===== config.mk =====
export PLATFORM = sky130hd
export DESIGN_NAME = bond_replica_index_remap
export DESIGN_NICKNAME = d
export VERILOG_FILES = /design/src/hdl/brim_pkg.sv /design/src/hdl/brim_axis.sv /design/src/hdl/brim_offset.sv /design/src/hdl/bond_replica_index_remap.sv
export SDC_FILE = /design/constraint.sdc
export NUM_CORES = 2
export LEC_CHECK = 0
export BUFFER_PORTS_ARGS = -buffer_cell sky130_fd_sc_hd__buf_2
export CAP_MARGIN = 5
export CORE_UTILIZATION = 45
export DETAILED_ROUTE_END_ITERATION = 7
export PLACE_DENSITY = 0.63
export SLEW_MARGIN = 20
export SYNTH_ARGS = -nofsm -noshare
export SYNTH_HDL_FRONTEND = slang
export SYNTH_SLANG_ARGS = --single-unit

===== constraint.sdc =====
create_clock -name clk -period 17.5 [get_ports clk]
set_input_delay 0.875 -clock clk [delete_from_list [all_inputs] [get_ports clk]]
set_output_delay 0.875 -clock clk [all_outputs]
set_load 0.02 [all_outputs]

===== src/hdl/brim_pkg.sv =====
// Shared widths, register indexes and types for the bond replica index remap.
// No dependencies; used by every module of the block.
package brim_pkg;

	localparam int MAX_COPIES_PER_AXIS = 16;
	localparam int INDEX_BITS          = 32;

	localparam int CNT_W   = 5;
	localparam int COPY_W  = 4;
	localparam int SHIFT_W = 8;
	localparam int NSH_W   = 9;
	localparam int PIDX_W  = 32;
	localparam int OIDX_W  = 44;
	localparam int CFG_W   = 32;
	localparam int NUMA_W  = 10;
	localparam int NUM_W   = 15;
	localparam int DVD_W   = 12;
	localparam int STEP_N  = 4;

	localparam logic [PIDX_W-1:0] IDX_MASK = (INDEX_BITS >= PIDX_W) ? {PIDX_W{1'b1}} :
		PIDX_W'((64'd1 << INDEX_BITS) - 64'd1);

	typedef logic [CNT_W-1:0] cnt_t;

	typedef enum logic [2:0] {
		REG_COPIES_X   = 3'd0,
		REG_COPIES_Y   = 3'd1,
		REG_COPIES_Z   = 3'd2,
		REG_PPC        = 3'd3,
		REG_ADJUST_BOX = 3'd4,
		REG_HAS_SHIFTS = 3'd5
	} reg_idx_t;

	typedef struct packed {
		cnt_t n;
		logic adjust;
		logic use_shift;
	} axis_cfg_t;

endpackage


===== src/hdl/brim_axis.sv =====
// One axis: target copy (wrapped coordinate) and new periodic shift.
// Floor division by the copy count as a 3-stage restoring divider. Uses brim_pkg.
module brim_axis (
	input  logic                                   clk,
	input  logic [brim_pkg::COPY_W-1:0]            copy,
	input  logic signed [brim_pkg::SHIFT_W-1:0]    shift,
	input  brim_pkg::axis_cfg_t                    cfg,
	output brim_pkg::cnt_t                         target_s3,
	output logic signed [brim_pkg::NSH_W-1:0]      new_shift_s4
);

	localparam int CW = brim_pkg::CNT_W;
	localparam int SN = brim_pkg::STEP_N;
	localparam int DW = brim_pkg::DVD_W;

	function automatic logic [SN+CW-1:0] div_steps(input logic [CW-1:0] rem_in,
		input logic [SN-1:0] bits, input logic [CW-1:0] n);
		logic [CW-1:0] rem;
		logic [CW:0]   trial;
		logic [SN-1:0] quo;
		rem = rem_in;
		quo = '0;
		for (int i = SN - 1; i >= 0; i--) begin
			trial = {rem, bits[i]};
			if (trial >= {1'b0, n}) begin
				trial  = trial - {1'b0, n};
				quo[i] = 1'b1;
			end
			rem = trial[CW-1:0];
		end
		return {quo, rem};
	endfunction

	logic signed [brim_pkg::SHIFT_W-1:0] s_eff;
	logic [brim_pkg::NSH_W-1:0]          t;
	logic [DW-1:0]                       dvd;
	logic [SN+CW-1:0]                    st1, st2, st3;

	logic [brim_pkg::NSH_W-1:0] t_s1, t_s2, t_s3;
	logic [CW-1:0]              rem_s1, rem_s2, rem_s3;
	logic [2*SN-1:0]            dvd_s1;
	logic [SN-1:0]              dvd_s2;
	logic [SN-1:0]              quo_s1;
	logic [2*SN-1:0]            quo_s2;
	logic [DW-1:0]              quo_s3;
	logic [DW-1:0]              q_adj;
	logic [brim_pkg::NSH_W-1:0] t_minus_r;

	always_comb begin
		s_eff = cfg.use_shift ? shift : '0;
		t     = {{(brim_pkg::NSH_W-brim_pkg::COPY_W){1'b0}}, copy} +
			{{(brim_pkg::NSH_W-brim_pkg::SHIFT_W){s_eff[brim_pkg::SHIFT_W-1]}}, s_eff};
		// bias by 128*n so the dividend is never negative
		dvd   = {{(DW-brim_pkg::NSH_W){t[brim_pkg::NSH_W-1]}}, t} + {cfg.n, 7'b0};
		st1   = div_steps('0, dvd[DW-1 -: SN], cfg.n);
		st2   = div_steps(rem_s1, dvd_s1[2*SN-1 -: SN], cfg.n);
		st3   = div_steps(rem_s2, dvd_s2, cfg.n);
	end

	always_ff @(posedge clk) begin
		t_s1   <= t;
		dvd_s1 <= dvd[2*SN-1:0];
		quo_s1 <= st1[SN+CW-1:CW];
		rem_s1 <= st1[CW-1:0];

		t_s2   <= t_s1;
		dvd_s2 <= dvd_s1[SN-1:0];
		quo_s2 <= {quo_s1, st2[SN+CW-1:CW]};
		rem_s2 <= st2[CW-1:0];

		t_s3   <= t_s2;
		quo_s3 <= {quo_s2, st3[SN+CW-1:CW]};
		rem_s3 <= st3[CW-1:0];
	end

	always_comb begin
		q_adj     = quo_s3 - DW'(128);
		t_minus_r = t_s3 - {{(brim_pkg::NSH_W-CW){1'b0}}, rem_s3};
	end

	always_ff @(posedge clk) begin
		new_shift_s4 <= cfg.adjust ? q_adj[brim_pkg::NSH_W-1:0] : t_minus_r;
	end

	assign target_s3 = rem_s3;

endmodule


===== src/hdl/brim_offset.sv =====
// Particle index offset: index + copy number * particles per copy.
// Two stages (multiply, then add), result wraps to the output width. Uses brim_pkg.
module brim_offset (
	input  logic                          clk,
	input  logic [brim_pkg::NUM_W-1:0]    num,
	input  logic [brim_pkg::PIDX_W-1:0]   ppc,
	input  logic [brim_pkg::PIDX_W-1:0]   idx,
	output logic [brim_pkg::OIDX_W-1:0]   sum_s2
);

	logic [brim_pkg::OIDX_W-1:0] prod_s1;
	logic [brim_pkg::PIDX_W-1:0] idx_s1;

	always_ff @(posedge clk) begin
		prod_s1 <= brim_pkg::OIDX_W'(num) * brim_pkg::OIDX_W'(ppc);
		idx_s1  <= idx;
		sum_s2  <= prod_s1 + brim_pkg::OIDX_W'(idx_s1);
	end

endmodule


===== src/hdl/bond_replica_index_remap.sv =====
// Bond replica index remap, top level: configuration registers, valid chain,
// copy-number arithmetic. Uses brim_pkg, brim_axis and brim_offset.
//
// Usage:
//   A request is taken at each rising edge where start is high and busy is low;
//   busy stays low, so one bond may enter every cycle. The request carries the
//   replica's copy coordinates, both particle indices and the bond's shift.
//   Each result appears for one cycle, with done high; results leave in
//   request order at up to one per cycle. The result path runs through the
//   three-stage count divider, then the second particle's copy-number
//   multiply-add and its stride multiply and add. The receiver cannot stall;
//   nothing in the pipeline waits on it. Registers are written through cfg_we,
//   cfg_index and cfg_data, one per cycle; the user must do so only while no
//   request is in flight, which the block does not enforce. Unknown indexes are
//   ignored. Reset (arst_n low) empties the pipeline and restores the register
//   defaults: one copy per axis, stride one, box adjust on, shifts off.
module bond_replica_index_remap (
	input  logic                                 clk,
	input  logic                                 arst_n,
	input  logic                                 cfg_we,
	input  logic [2:0]                           cfg_index,
	input  logic [brim_pkg::CFG_W-1:0]           cfg_data,
	input  logic                                 start,
	output logic                                 busy,
	input  logic [brim_pkg::COPY_W-1:0]          copy_x,
	input  logic [brim_pkg::COPY_W-1:0]          copy_y,
	input  logic [brim_pkg::COPY_W-1:0]          copy_z,
	input  logic [brim_pkg::PIDX_W-1:0]          first_particle,
	input  logic [brim_pkg::PIDX_W-1:0]          second_particle,
	input  logic signed [brim_pkg::SHIFT_W-1:0]  shift_x,
	input  logic signed [brim_pkg::SHIFT_W-1:0]  shift_y,
	input  logic signed [brim_pkg::SHIFT_W-1:0]  shift_z,
	output logic                                 done,
	output logic [brim_pkg::OIDX_W-1:0]          new_first_particle,
	output logic [brim_pkg::OIDX_W-1:0]          new_second_particle,
	output logic signed [brim_pkg::NSH_W-1:0]    new_shift_x,
	output logic signed [brim_pkg::NSH_W-1:0]    new_shift_y,
	output logic signed [brim_pkg::NSH_W-1:0]    new_shift_z
);

	localparam int CW = brim_pkg::CNT_W;

	function automatic brim_pkg::cnt_t eff_count(input brim_pkg::cnt_t v);
		brim_pkg::cnt_t r;
		r = v;
		if (r == '0)
			r = CW'(1);
		if (32'(r) > 32'(brim_pkg::MAX_COPIES_PER_AXIS))
			r = CW'(brim_pkg::MAX_COPIES_PER_AXIS);
		return r;
	endfunction

	brim_pkg::cnt_t              copies_x_q, copies_y_q, copies_z_q;
	logic [brim_pkg::PIDX_W-1:0] ppc_q;
	logic                        adjust_box_q, has_shifts_q;

	brim_pkg::cnt_t              nx, ny, nz;
	logic [brim_pkg::PIDX_W-1:0] ppc_eff;
	brim_pkg::axis_cfg_t         cfg_x, cfg_y, cfg_z;
	logic                        accept;

	logic                        valid_s1, valid_s2, valid_s3, valid_s4;
	logic                        valid_s5, valid_s6, valid_s7;
	logic [brim_pkg::NUMA_W-1:0] num1a_s1, num2a_s4;
	logic [brim_pkg::COPY_W-1:0] cz_s1;
	logic [brim_pkg::NUM_W-1:0]  num1_s2, num2_s5;
	logic [brim_pkg::PIDX_W-1:0] p1_s1, p1_s2;
	logic [brim_pkg::PIDX_W-1:0] p2_s1, p2_s2, p2_s3, p2_s4, p2_s5;
	brim_pkg::cnt_t              rx_s3, ry_s3, rz_s3, rz_s4;
	logic [brim_pkg::OIDX_W-1:0] first_s4, first_s5, first_s6, first_s7;
	logic [brim_pkg::OIDX_W-1:0] second_s7;
	logic signed [brim_pkg::NSH_W-1:0] shx_s4, shy_s4, shz_s4;
	logic signed [brim_pkg::NSH_W-1:0] shx_s5, shy_s5, shz_s5;
	logic signed [brim_pkg::NSH_W-1:0] shx_s6, shy_s6, shz_s6;
	logic signed [brim_pkg::NSH_W-1:0] shx_s7, shy_s7, shz_s7;

	always_ff @(posedge clk or negedge arst_n) begin
		if (!arst_n) begin
			copies_x_q   <= CW'(1);
			copies_y_q   <= CW'(1);
			copies_z_q   <= CW'(1);
			ppc_q        <= brim_pkg::PIDX_W'(1);
			adjust_box_q <= 1'b1;
			has_shifts_q <= 1'b0;
		end else if (cfg_we) begin
			case (cfg_index)
				brim_pkg::REG_COPIES_X:   copies_x_q   <= cfg_data[CW-1:0];
				brim_pkg::REG_COPIES_Y:   copies_y_q   <= cfg_data[CW-1:0];
				brim_pkg::REG_COPIES_Z:   copies_z_q   <= cfg_data[CW-1:0];
				brim_pkg::REG_PPC:        ppc_q        <= cfg_data[brim_pkg::PIDX_W-1:0];
				brim_pkg::REG_ADJUST_BOX: adjust_box_q <= cfg_data[0];
				brim_pkg::REG_HAS_SHIFTS: has_shifts_q <= cfg_data[0];
				default: ;
			endcase
		end
	end

	always_comb begin
		nx      = eff_count(copies_x_q);
		ny      = eff_count(copies_y_q);
		nz      = eff_count(copies_z_q);
		ppc_eff = ppc_q & brim_pkg::IDX_MASK;
		cfg_x   = '{n: nx, adjust: adjust_box_q, use_shift: has_shifts_q};
		cfg_y   = '{n: ny, adjust: adjust_box_q, use_shift: has_shifts_q};
		cfg_z   = '{n: nz, adjust: adjust_box_q, use_shift: has_shifts_q};
	end

	assign busy   = 1'b0;
	assign accept = start && !busy;

	always_ff @(posedge clk or negedge arst_n) begin
		if (!arst_n) begin
			valid_s1 <= 1'b0;
			valid_s2 <= 1'b0;
			valid_s3 <= 1'b0;
			valid_s4 <= 1'b0;
			valid_s5 <= 1'b0;
			valid_s6 <= 1'b0;
			valid_s7 <= 1'b0;
		end else begin
			valid_s1 <= accept;
			valid_s2 <= valid_s1;
			valid_s3 <= valid_s2;
			valid_s4 <= valid_s3;
			valid_s5 <= valid_s4;
			valid_s6 <= valid_s5;
			valid_s7 <= valid_s6;
		end
	end

	brim_axis u_axis_x (
		.clk(clk), .copy(copy_x), .shift(shift_x), .cfg(cfg_x),
		.target_s3(rx_s3), .new_shift_s4(shx_s4)
	);

	brim_axis u_axis_y (
		.clk(clk), .copy(copy_y), .shift(shift_y), .cfg(cfg_y),
		.target_s3(ry_s3), .new_shift_s4(shy_s4)
	);

	brim_axis u_axis_z (
		.clk(clk), .copy(copy_z), .shift(shift_z), .cfg(cfg_z),
		.target_s3(rz_s3), .new_shift_s4(shz_s4)
	);

	// source copy number: (cx * ny + cy) * nz + cz
	always_ff @(posedge clk) begin
		num1a_s1 <= brim_pkg::NUMA_W'(copy_x) * brim_pkg::NUMA_W'(ny) +
			brim_pkg::NUMA_W'(copy_y);
		cz_s1    <= copy_z;
		p1_s1    <= first_particle & brim_pkg::IDX_MASK;
		p2_s1    <= second_particle & brim_pkg::IDX_MASK;

		num1_s2  <= brim_pkg::NUM_W'(num1a_s1) * brim_pkg::NUM_W'(nz) +
			brim_pkg::NUM_W'(cz_s1);
		p1_s2    <= p1_s1;
		p2_s2    <= p2_s1;
		p2_s3    <= p2_s2;
	end

	brim_offset u_off_first (
		.clk(clk), .num(num1_s2), .ppc(ppc_eff), .idx(p1_s2), .sum_s2(first_s4)
	);

	// target copy number from the wrapped coordinates
	always_ff @(posedge clk) begin
		num2a_s4 <= brim_pkg::NUMA_W'(rx_s3) * brim_pkg::NUMA_W'(ny) +
			brim_pkg::NUMA_W'(ry_s3);
		rz_s4    <= rz_s3;
		p2_s4    <= p2_s3;

		num2_s5  <= brim_pkg::NUM_W'(num2a_s4) * brim_pkg::NUM_W'(nz) +
			brim_pkg::NUM_W'(rz_s4);
		p2_s5    <= p2_s4;
	end

	brim_offset u_off_second (
		.clk(clk), .num(num2_s5), .ppc(ppc_eff), .idx(p2_s5), .sum_s2(second_s7)
	);

	always_ff @(posedge clk) begin
		first_s5 <= first_s4;
		first_s6 <= first_s5;
		first_s7 <= first_s6;
		shx_s5   <= shx_s4;
		shy_s5   <= shy_s4;
		shz_s5   <= shz_s4;
		shx_s6   <= shx_s5;
		shy_s6   <= shy_s5;
		shz_s6   <= shz_s5;
		shx_s7   <= shx_s6;
		shy_s7   <= shy_s6;
		shz_s7   <= shz_s6;
	end

	assign done                = valid_s7;
	assign new_first_particle  = first_s7;
	assign new_second_particle = second_s7;
	assign new_shift_x         = shx_s7;
	assign new_shift_y         = shy_s7;
	assign new_shift_z         = shz_s7;

endmodule

[After elaboration in Yosys (flattened, before gate mapping)]
Index checks and enable logic that the tools add are counted.
W data, S select, Z words.
Word-level totals
  word-level logic and storage cells: 269
  output and inout bits: 117
  flip-flop bits (word level): 1026
Cells by class
  muxes and demuxes: 75
  $add $sub $neg: 54
  eq/ne operators: 5
  reductions and logical operators: 10
  $lt $le $gt $ge: 39
  multipliers: 6
Operators with widths (count)
  $mux W5: 42
  $ge A6 B5 Y1: 33
  $sub A5 B5 Y5: 33
  $add A44 B32 Y44: 2
  $mul A15 B32 Y44: 2
  $add A12 B12 Y12: 3
  $mul A10 B5 Y15: 2
  $add A5 B8 Y9: 3
  $mux W1: 27
  $mux W9: 3
  $sub A9 B5 Y9: 3
  $sub A9 B8 Y9 const B: 3
  $mux W8: 3
  $add A15 B4 Y15: 1
  $add A15 B5 Y15: 1
  $ge A1 B5 Y1: 3
  $gt A5 B5 Y1 const B: 3
  $logic_not A5 Y1: 3
  $sub A1 B5 Y5: 3
  $reduce_and A2 Y1: 6
  $add A10 B5 Y10: 1
  $add A9 B4 Y10: 1
  $mul A5 B5 Y10: 1
  $mul A4 B5 Y9: 1
  other kinds (4): 6

[Logic depth before layout (Yosys ltp)]
  word-level depth: 13
  depth in mapped cells: 45
  mapped depth without buffers: 42

[By module]
A second synthesis with hierarchy kept.
Unflattened totals
  cells, all modules: 6865
  area total of the unflattened synthesis: 69372.8 um^2
Modules (own cells, without submodules)
  brim_offset (u_off_second): instances 1, area each 18775.5 um^2, seq. area each 2402.3 um^2, cells each 2040
  brim_offset (u_off_first): instances 1, area each 18725.5 um^2, seq. area each 2402.3 um^2, cells each 2023
  bond_replica_index_remap: instances 1, area each 17232.8 um^2, seq. area each 11337.1 um^2, cells each 1251
  brim_axis: instances 3, area each 4879.7 um^2, seq. area each 1341.3 um^2, cells each 517

[Worst setup path before layout]
No wires, ideal clock.
  kind: input to register
  start: input shift_z[0] in the netlist's numbering
  end: register u_axis_z.rem_s1[3]
  cell stages on the path: 41
  required time: 17.379 ns
  slack: 8.670 ns
  library setup time: 0.121 ns
  data arrival time: 8.709 ns
  cell sequence: and2_1 ha_1 inv_1 fa_1 nor2b_1 o21ai_1 a21oi_1 nor2_1 xnor2_1 ha_1 or3_1 a21oi_1 nand2_1 o21ai_0 xnor2_1 ha_1 inv_1 ha_1 [5 not listed] nor2_1 and3_1 or3_1 fa_1 a21oi_1 o211ai_1 a21o_1 a31oi_4 nor2b_1 a31o_2 xnor2_1 inv_1 ha_1 o21bai_1 nor3_1 a311oi_2 a21oi_1 mux2_2
Between the ends
  cells in the longest elaborated chain, start to end: 11
  elaborated cells on any way between the ends: 15
  classes of those cells: add/sub (6); order compare (4); mux (5)
RTL lines
  start: declaration: line bond_replica_index_remap.sv:32  | input logic signed [brim_pkg::SHIFT_W-1:0] shift_z,
  $mux W8 (*): line brim_axis.sv:50  | s_eff = cfg.use_shift ? shift : '0;
  $add A5 B8 Y9 (*): line brim_axis.sv:51  | t = {{(brim_pkg::NSH_W-brim_pkg::COPY_W){1'b0}}, copy} +
  net u_axis_z.t (one bit): line brim_axis.sv:35  | logic [brim_pkg::NSH_W-1:0] t;
  $add A12 B12 Y12 (*): line brim_axis.sv:54  | dvd = {{(DW-brim_pkg::NSH_W){t[brim_pkg::NSH_W-1]}}, t} + {cfg.n, 7'b0};
  $sub A1 B5 Y5 / $ge A1 B5 Y1 (equally long branches): line brim_axis.sv:26, brim_axis.sv:25
  $mux W5: line brim_axis.sv:25  | if (trial >= {1'b0, n}) begin
  $sub A5 B5 Y5 / $ge A6 B5 Y1 (equally long branches): line brim_axis.sv:26, brim_axis.sv:25
  $mux W5: line brim_axis.sv:25
  $sub A5 B5 Y5 / $ge A6 B5 Y1 (equally long branches): line brim_axis.sv:26, brim_axis.sv:25
  $mux W5: line brim_axis.sv:25
  $sub A5 B5 Y5 / $ge A6 B5 Y1 (equally long branches): line brim_axis.sv:26, brim_axis.sv:25
  $mux W5 (*): line brim_axis.sv:25
  net u_axis_z.st1[3]: line brim_axis.sv:37  | logic [SN+CW-1:0] st1, st2, st3;
  end signal: assignment: line brim_axis.sv:64  | rem_s1 <= st1[CW-1:0];
  end: declaration: line brim_axis.sv:40  | logic [CW-1:0] rem_s1, rem_s2, rem_s3;
Mark *: on every way through the listed nets, which the timed path passes. The rest lies on a longest branch.
A chain may end at the register's enable or synchronous reset.

[Worst setup path in the final report]
  start: register has_shifts_q
  end: register u_axis_z.rem_s1[3]
Between the ends
  cells in the longest elaborated chain, start to end: 11
  elaborated cells on any way between the ends: 15
  classes of those cells: add/sub (6); order compare (4); mux (5)
RTL lines
  start: declaration: line bond_replica_index_remap.sv:55  | logic adjust_box_q, has_shifts_q;
  start signal: assignment: line bond_replica_index_remap.sv:92  | brim_pkg::REG_HAS_SHIFTS: has_shifts_q <= cfg_data[0];
  $mux W8 (*): line brim_axis.sv:50
  $add A5 B8 Y9 (*): line brim_axis.sv:51
  net u_axis_z.t (one bit): line brim_axis.sv:35
  $add A12 B12 Y12 (*): line brim_axis.sv:54
  $sub A1 B5 Y5 / $ge A1 B5 Y1 (equally long branches): line brim_axis.sv:26, brim_axis.sv:25
  $mux W5: line brim_axis.sv:25
  $sub A5 B5 Y5 / $ge A6 B5 Y1 (equally long branches): line brim_axis.sv:26, brim_axis.sv:25
  $mux W5: line brim_axis.sv:25
  $sub A5 B5 Y5 / $ge A6 B5 Y1 (equally long branches): line brim_axis.sv:26, brim_axis.sv:25
  $mux W5: line brim_axis.sv:25
  $sub A5 B5 Y5 / $ge A6 B5 Y1 (equally long branches): line brim_axis.sv:26, brim_axis.sv:25
  $mux W5 (*): line brim_axis.sv:25
  net u_axis_z.st1[3]: line brim_axis.sv:37
Marks and branches as above.

==> flow_metrics.tcl <==
set metrics [dict create \
    fmax_mhz 99.07 \
    critPathTopFamily "compound AO/OA/AOI/OAI gates" \
    clockBufferDepth 3 \
    ys_types 88 \
    tritoncts "yes" \
    synth_seq_cells 993 \
    grt-ovfl-total 0 \
    drc_errors 0 \
    die_w_um 387.7 \
    dp_hpwl_mm 111.0 \
    syn_inst 6506 \
    synthAdderAreaFrac 0.3698 \
    synth_seq_area_share 0.3012 \
    antenna_found_initial 6 \
    grt_max_degree 54 \
    fin_crit_ns 10.09 \
    grt_pass1_wl_mm 244.3 \
    synth_area_leaders "dfxtp_1, fa_1, ha_1" \
    netlist_area_um2 66940 \
    dr.pass1.iters 5 \
    io_buffer_count 254 \
    areaGrowthSynthToFinish_pct 10.81 \
    crit_buf_inv 4 \
    via_per_inst 5.066 \
    wire_per_inst_um 16.81 \
    synth_nets 8087 \
    post_cts_buffers 0 \
    arrival_ns 10.72 \
    ant_nets 0 \
    crit_type "flop to flop" \
    clk_latency_ns 0.75 \
    htree_num_levels 3 \
    slew_headroom 0.2973 \
    status "finished clean" \
    synthArstFlopShare 0.05639 \
    cts.sinks 993 \
    fill_cells 13500 \
    route.vias.total 44350 \
    final-setup-viol-count 0 \
    synth_top_flop_cell "dfxtp_1" \
    rows 141 \
    drive_gt1_frac 0.09935 \
    finalCritPeriodShare 0.5768 \
    fin_worst_skew_ns 0.05048 \
    critPathCaptureType "flop" \
    routed_wl_mm 147.1 \
    synthXorXnorAreaFrac 0.04658 \
    cp_max_fo 19 \
    cts_buffers 105 \
    drv_cap 0 \
    hold_class "input pin to flop" \
    synth_top_family_by_area "adder cells" \
    synth-simple-area-share 0.1257 \
    avgSynthCellArea_um2 10.29 \
    cp_slowest_cell "dfrtp_1" \
    synth_enable_flop_cells 0 \
    finalHoldViolCount 0 \
    die_area_um2 150300 \
    finalSetupTns_ns 0 \
    synth_compound_area_frac 0.07232 \
    cts-resized-gates 0 \
    rsz0062_at_grt "false" \
    slowest_delay_ns 0.69 \
    synth_top_area_share 0.2802 \
    gp_congestion 0.8353 \
    yosys.area.top_type "dfxtp_1" \
    initial_core_util 0.4533 \
    yosysWarnings 0 \
    worst_pin_slew_ns 1.054 \
    synthMuxAreaShare 0.02355 \
    track_usage 0.2018 \
    grt_pass1_vias 47260 \
    start_kind "flop" \
    die_h_um 387.7 \
    cp.required_ns 18.13 \
    drtIter0Drc 1758 \
    core_area_um2 147700 \
    path_clk_slew_ns 0.06 \
    slew_viol_final 0 \
    root_buffer "clkbuf_16" \
    cpMostUsedCell "ha_1" \
    nets 8304 \
    num_io_pins 256 \
]
==> stage by stage <==
step / setup WS [ns] / hold slack [ns] / cell area (µm²) / util / instances
final: 7.406 / 0.2354 / 74180 / 0.5023 / 8753
after global routing: 6.642 / 0.1798 / 74150 / 0.5022 / 8744
after CTS: 7.449 / 0.1669 / 74140 / 0.5021 / 8744
after detailed placement: 7.490 / 0.3121 / 70410 / 0.4768 / 8545
after global placement: 7.612 / 0.3103 / 70410 / 0.4768 / 8545
after floorplan: 8.670 / 0.3096 / 66940 / - / 6506
==> metal layers <==
metal  track usage  part of all wire
met5             0           0.00029
met4       0.06053             0.027
met3       0.03047             0.046
met2        0.3584              0.51
met1        0.2513              0.42
==> registers in the layout, indices dropped and copies added (netlist names), 10 cells and up <==
name,cells
u_off_first.sum_s2,44
u_off_first.idx_s1,32
u_off_second.prod_s1,44
p2_s4,32
p2_s5,32
first_s5,44
first_s6,44
p2_s1,32
num2a_s4,10
p1_s1,32
p2_s3,32
num1_s2,15
p1_s2,32
u_off_second.idx_s1,32
num1a_s1,10
p2_s2,32
new_first_particle,44
u_off_second.sum_s2,44
ppc_eff,32
num2_s5,15
u_off_first.prod_s1,44
==> cells in the final DEF, fill, tap and decap left out, drive strengths merged, types with 8 or more instances in the layout <==
cell type and count:
a221oi 9, nand3 37, clkinvlp 11, clkinv 34
a41o 11, nor3 43, a31oi 24, o211ai 11
diode 9, a21oi 247, nand2b 52, a211oi 18
nor2 151, ha 552, mux2i 39, a31o 11
o21bai 25, o21a 26, a21o 143, or3 11
o21ai 160, a311oi 9, dfrtp 51, nand4 24
dfxtp 937, and2 468, xnor2 259, xor2 97
nor2b 64, nand2 821, mux2 105, fa 890
inv 855, clkbuf 138, buf 341, and3 25
bufinv 8
==> kinds of logic (layout without fill, tap and decap cells) <==
kind of cell / after synthesis / after routing
other cells: 1 / 10
flops: 993 / 993
simple gates: 1734 / 1734
compound gates: 753 / 753
mux: 144 / 144
xor+xnor: 356 / 356
buf+inv: 1080 / 1388
fa+ha+maj: 1445 / 1445
==> cell usage after synthesis, drive strengths merged (9+ instances only) <==
library cell and count:
xnor2 259, a21o 143, nor3 43, dfxtp 937, and3 25, a31o 11
ha 552, o21bai 25, o211ai 11, and2 468, mux2 105, nand2 821
nor2 151, nor2b 64, nand4 24, a221oi 9, mux2i 39, o21a 26
clkbuf 226, a311oi 9, a31oi 24, dfrtp 51, a21oi 247, a211oi 18
inv 846, a41o 11, o21ai 160, or3 11, fa 890, xor2 97
nand3 37, nand2b 52
==> worst reg2reg max path: cells and delay by family, from the launching register on <==
family / cells / cell delay [ns]
flip-flops: 1 / 0.69
AND/OR/NAND/NOR: 12 / 2.30
XOR/XNOR: 3 / 0.54
buffers and inverters: 4 / 0.48
adder cells (fa/ha/maj): 8 / 2.36
multiplexers: 1 / 0.38
AO/OA/AOI/OAI: 14 / 3.23
==> area by class of cell <==
cell class	instances	area, µm²	area share
Inverter	848	3183	0.04291
Tap cell	1930	2415	0.03256
Clock inverter	60	762.0	0.01027
Antenna cell	9	22.52	0.0003036
Sequential cell	993	20170	0.2719
Multi-Input combinational cell	4433	42730	0.5761
Timing Repair Buffer	342	1937	0.02611
Clock buffer	138	2962	0.03993
==> what timing repair did <==
item,in CTS,in global routing
hold buffers,1,0
setup endpoints to repair,0,0
endpoints found under the hold margin,7,0
==> worst paths after layout <==
kind                                       to  cells after the start         startpoint  slack [ns]
max                        u_axis_z.rem_s1[3]                     42       has_shifts_q        7.41
min                                  p1_s1[7]                      1  first_particle[7]        0.24
max reg2reg                u_axis_z.rem_s1[3]                     42       has_shifts_q        7.41
min reg2reg                         p2_s2[21]                      0          p2_s1[21]        0.31
max in group asynchronous         ppc_eff[20]                      3             arst_n       15.84
min in group asynchronous            valid_s1                      2             arst_n        0.53
Power is not shown: default switching activity piles up to over one toggle a cycle in this logic, so the estimate is an artifact.
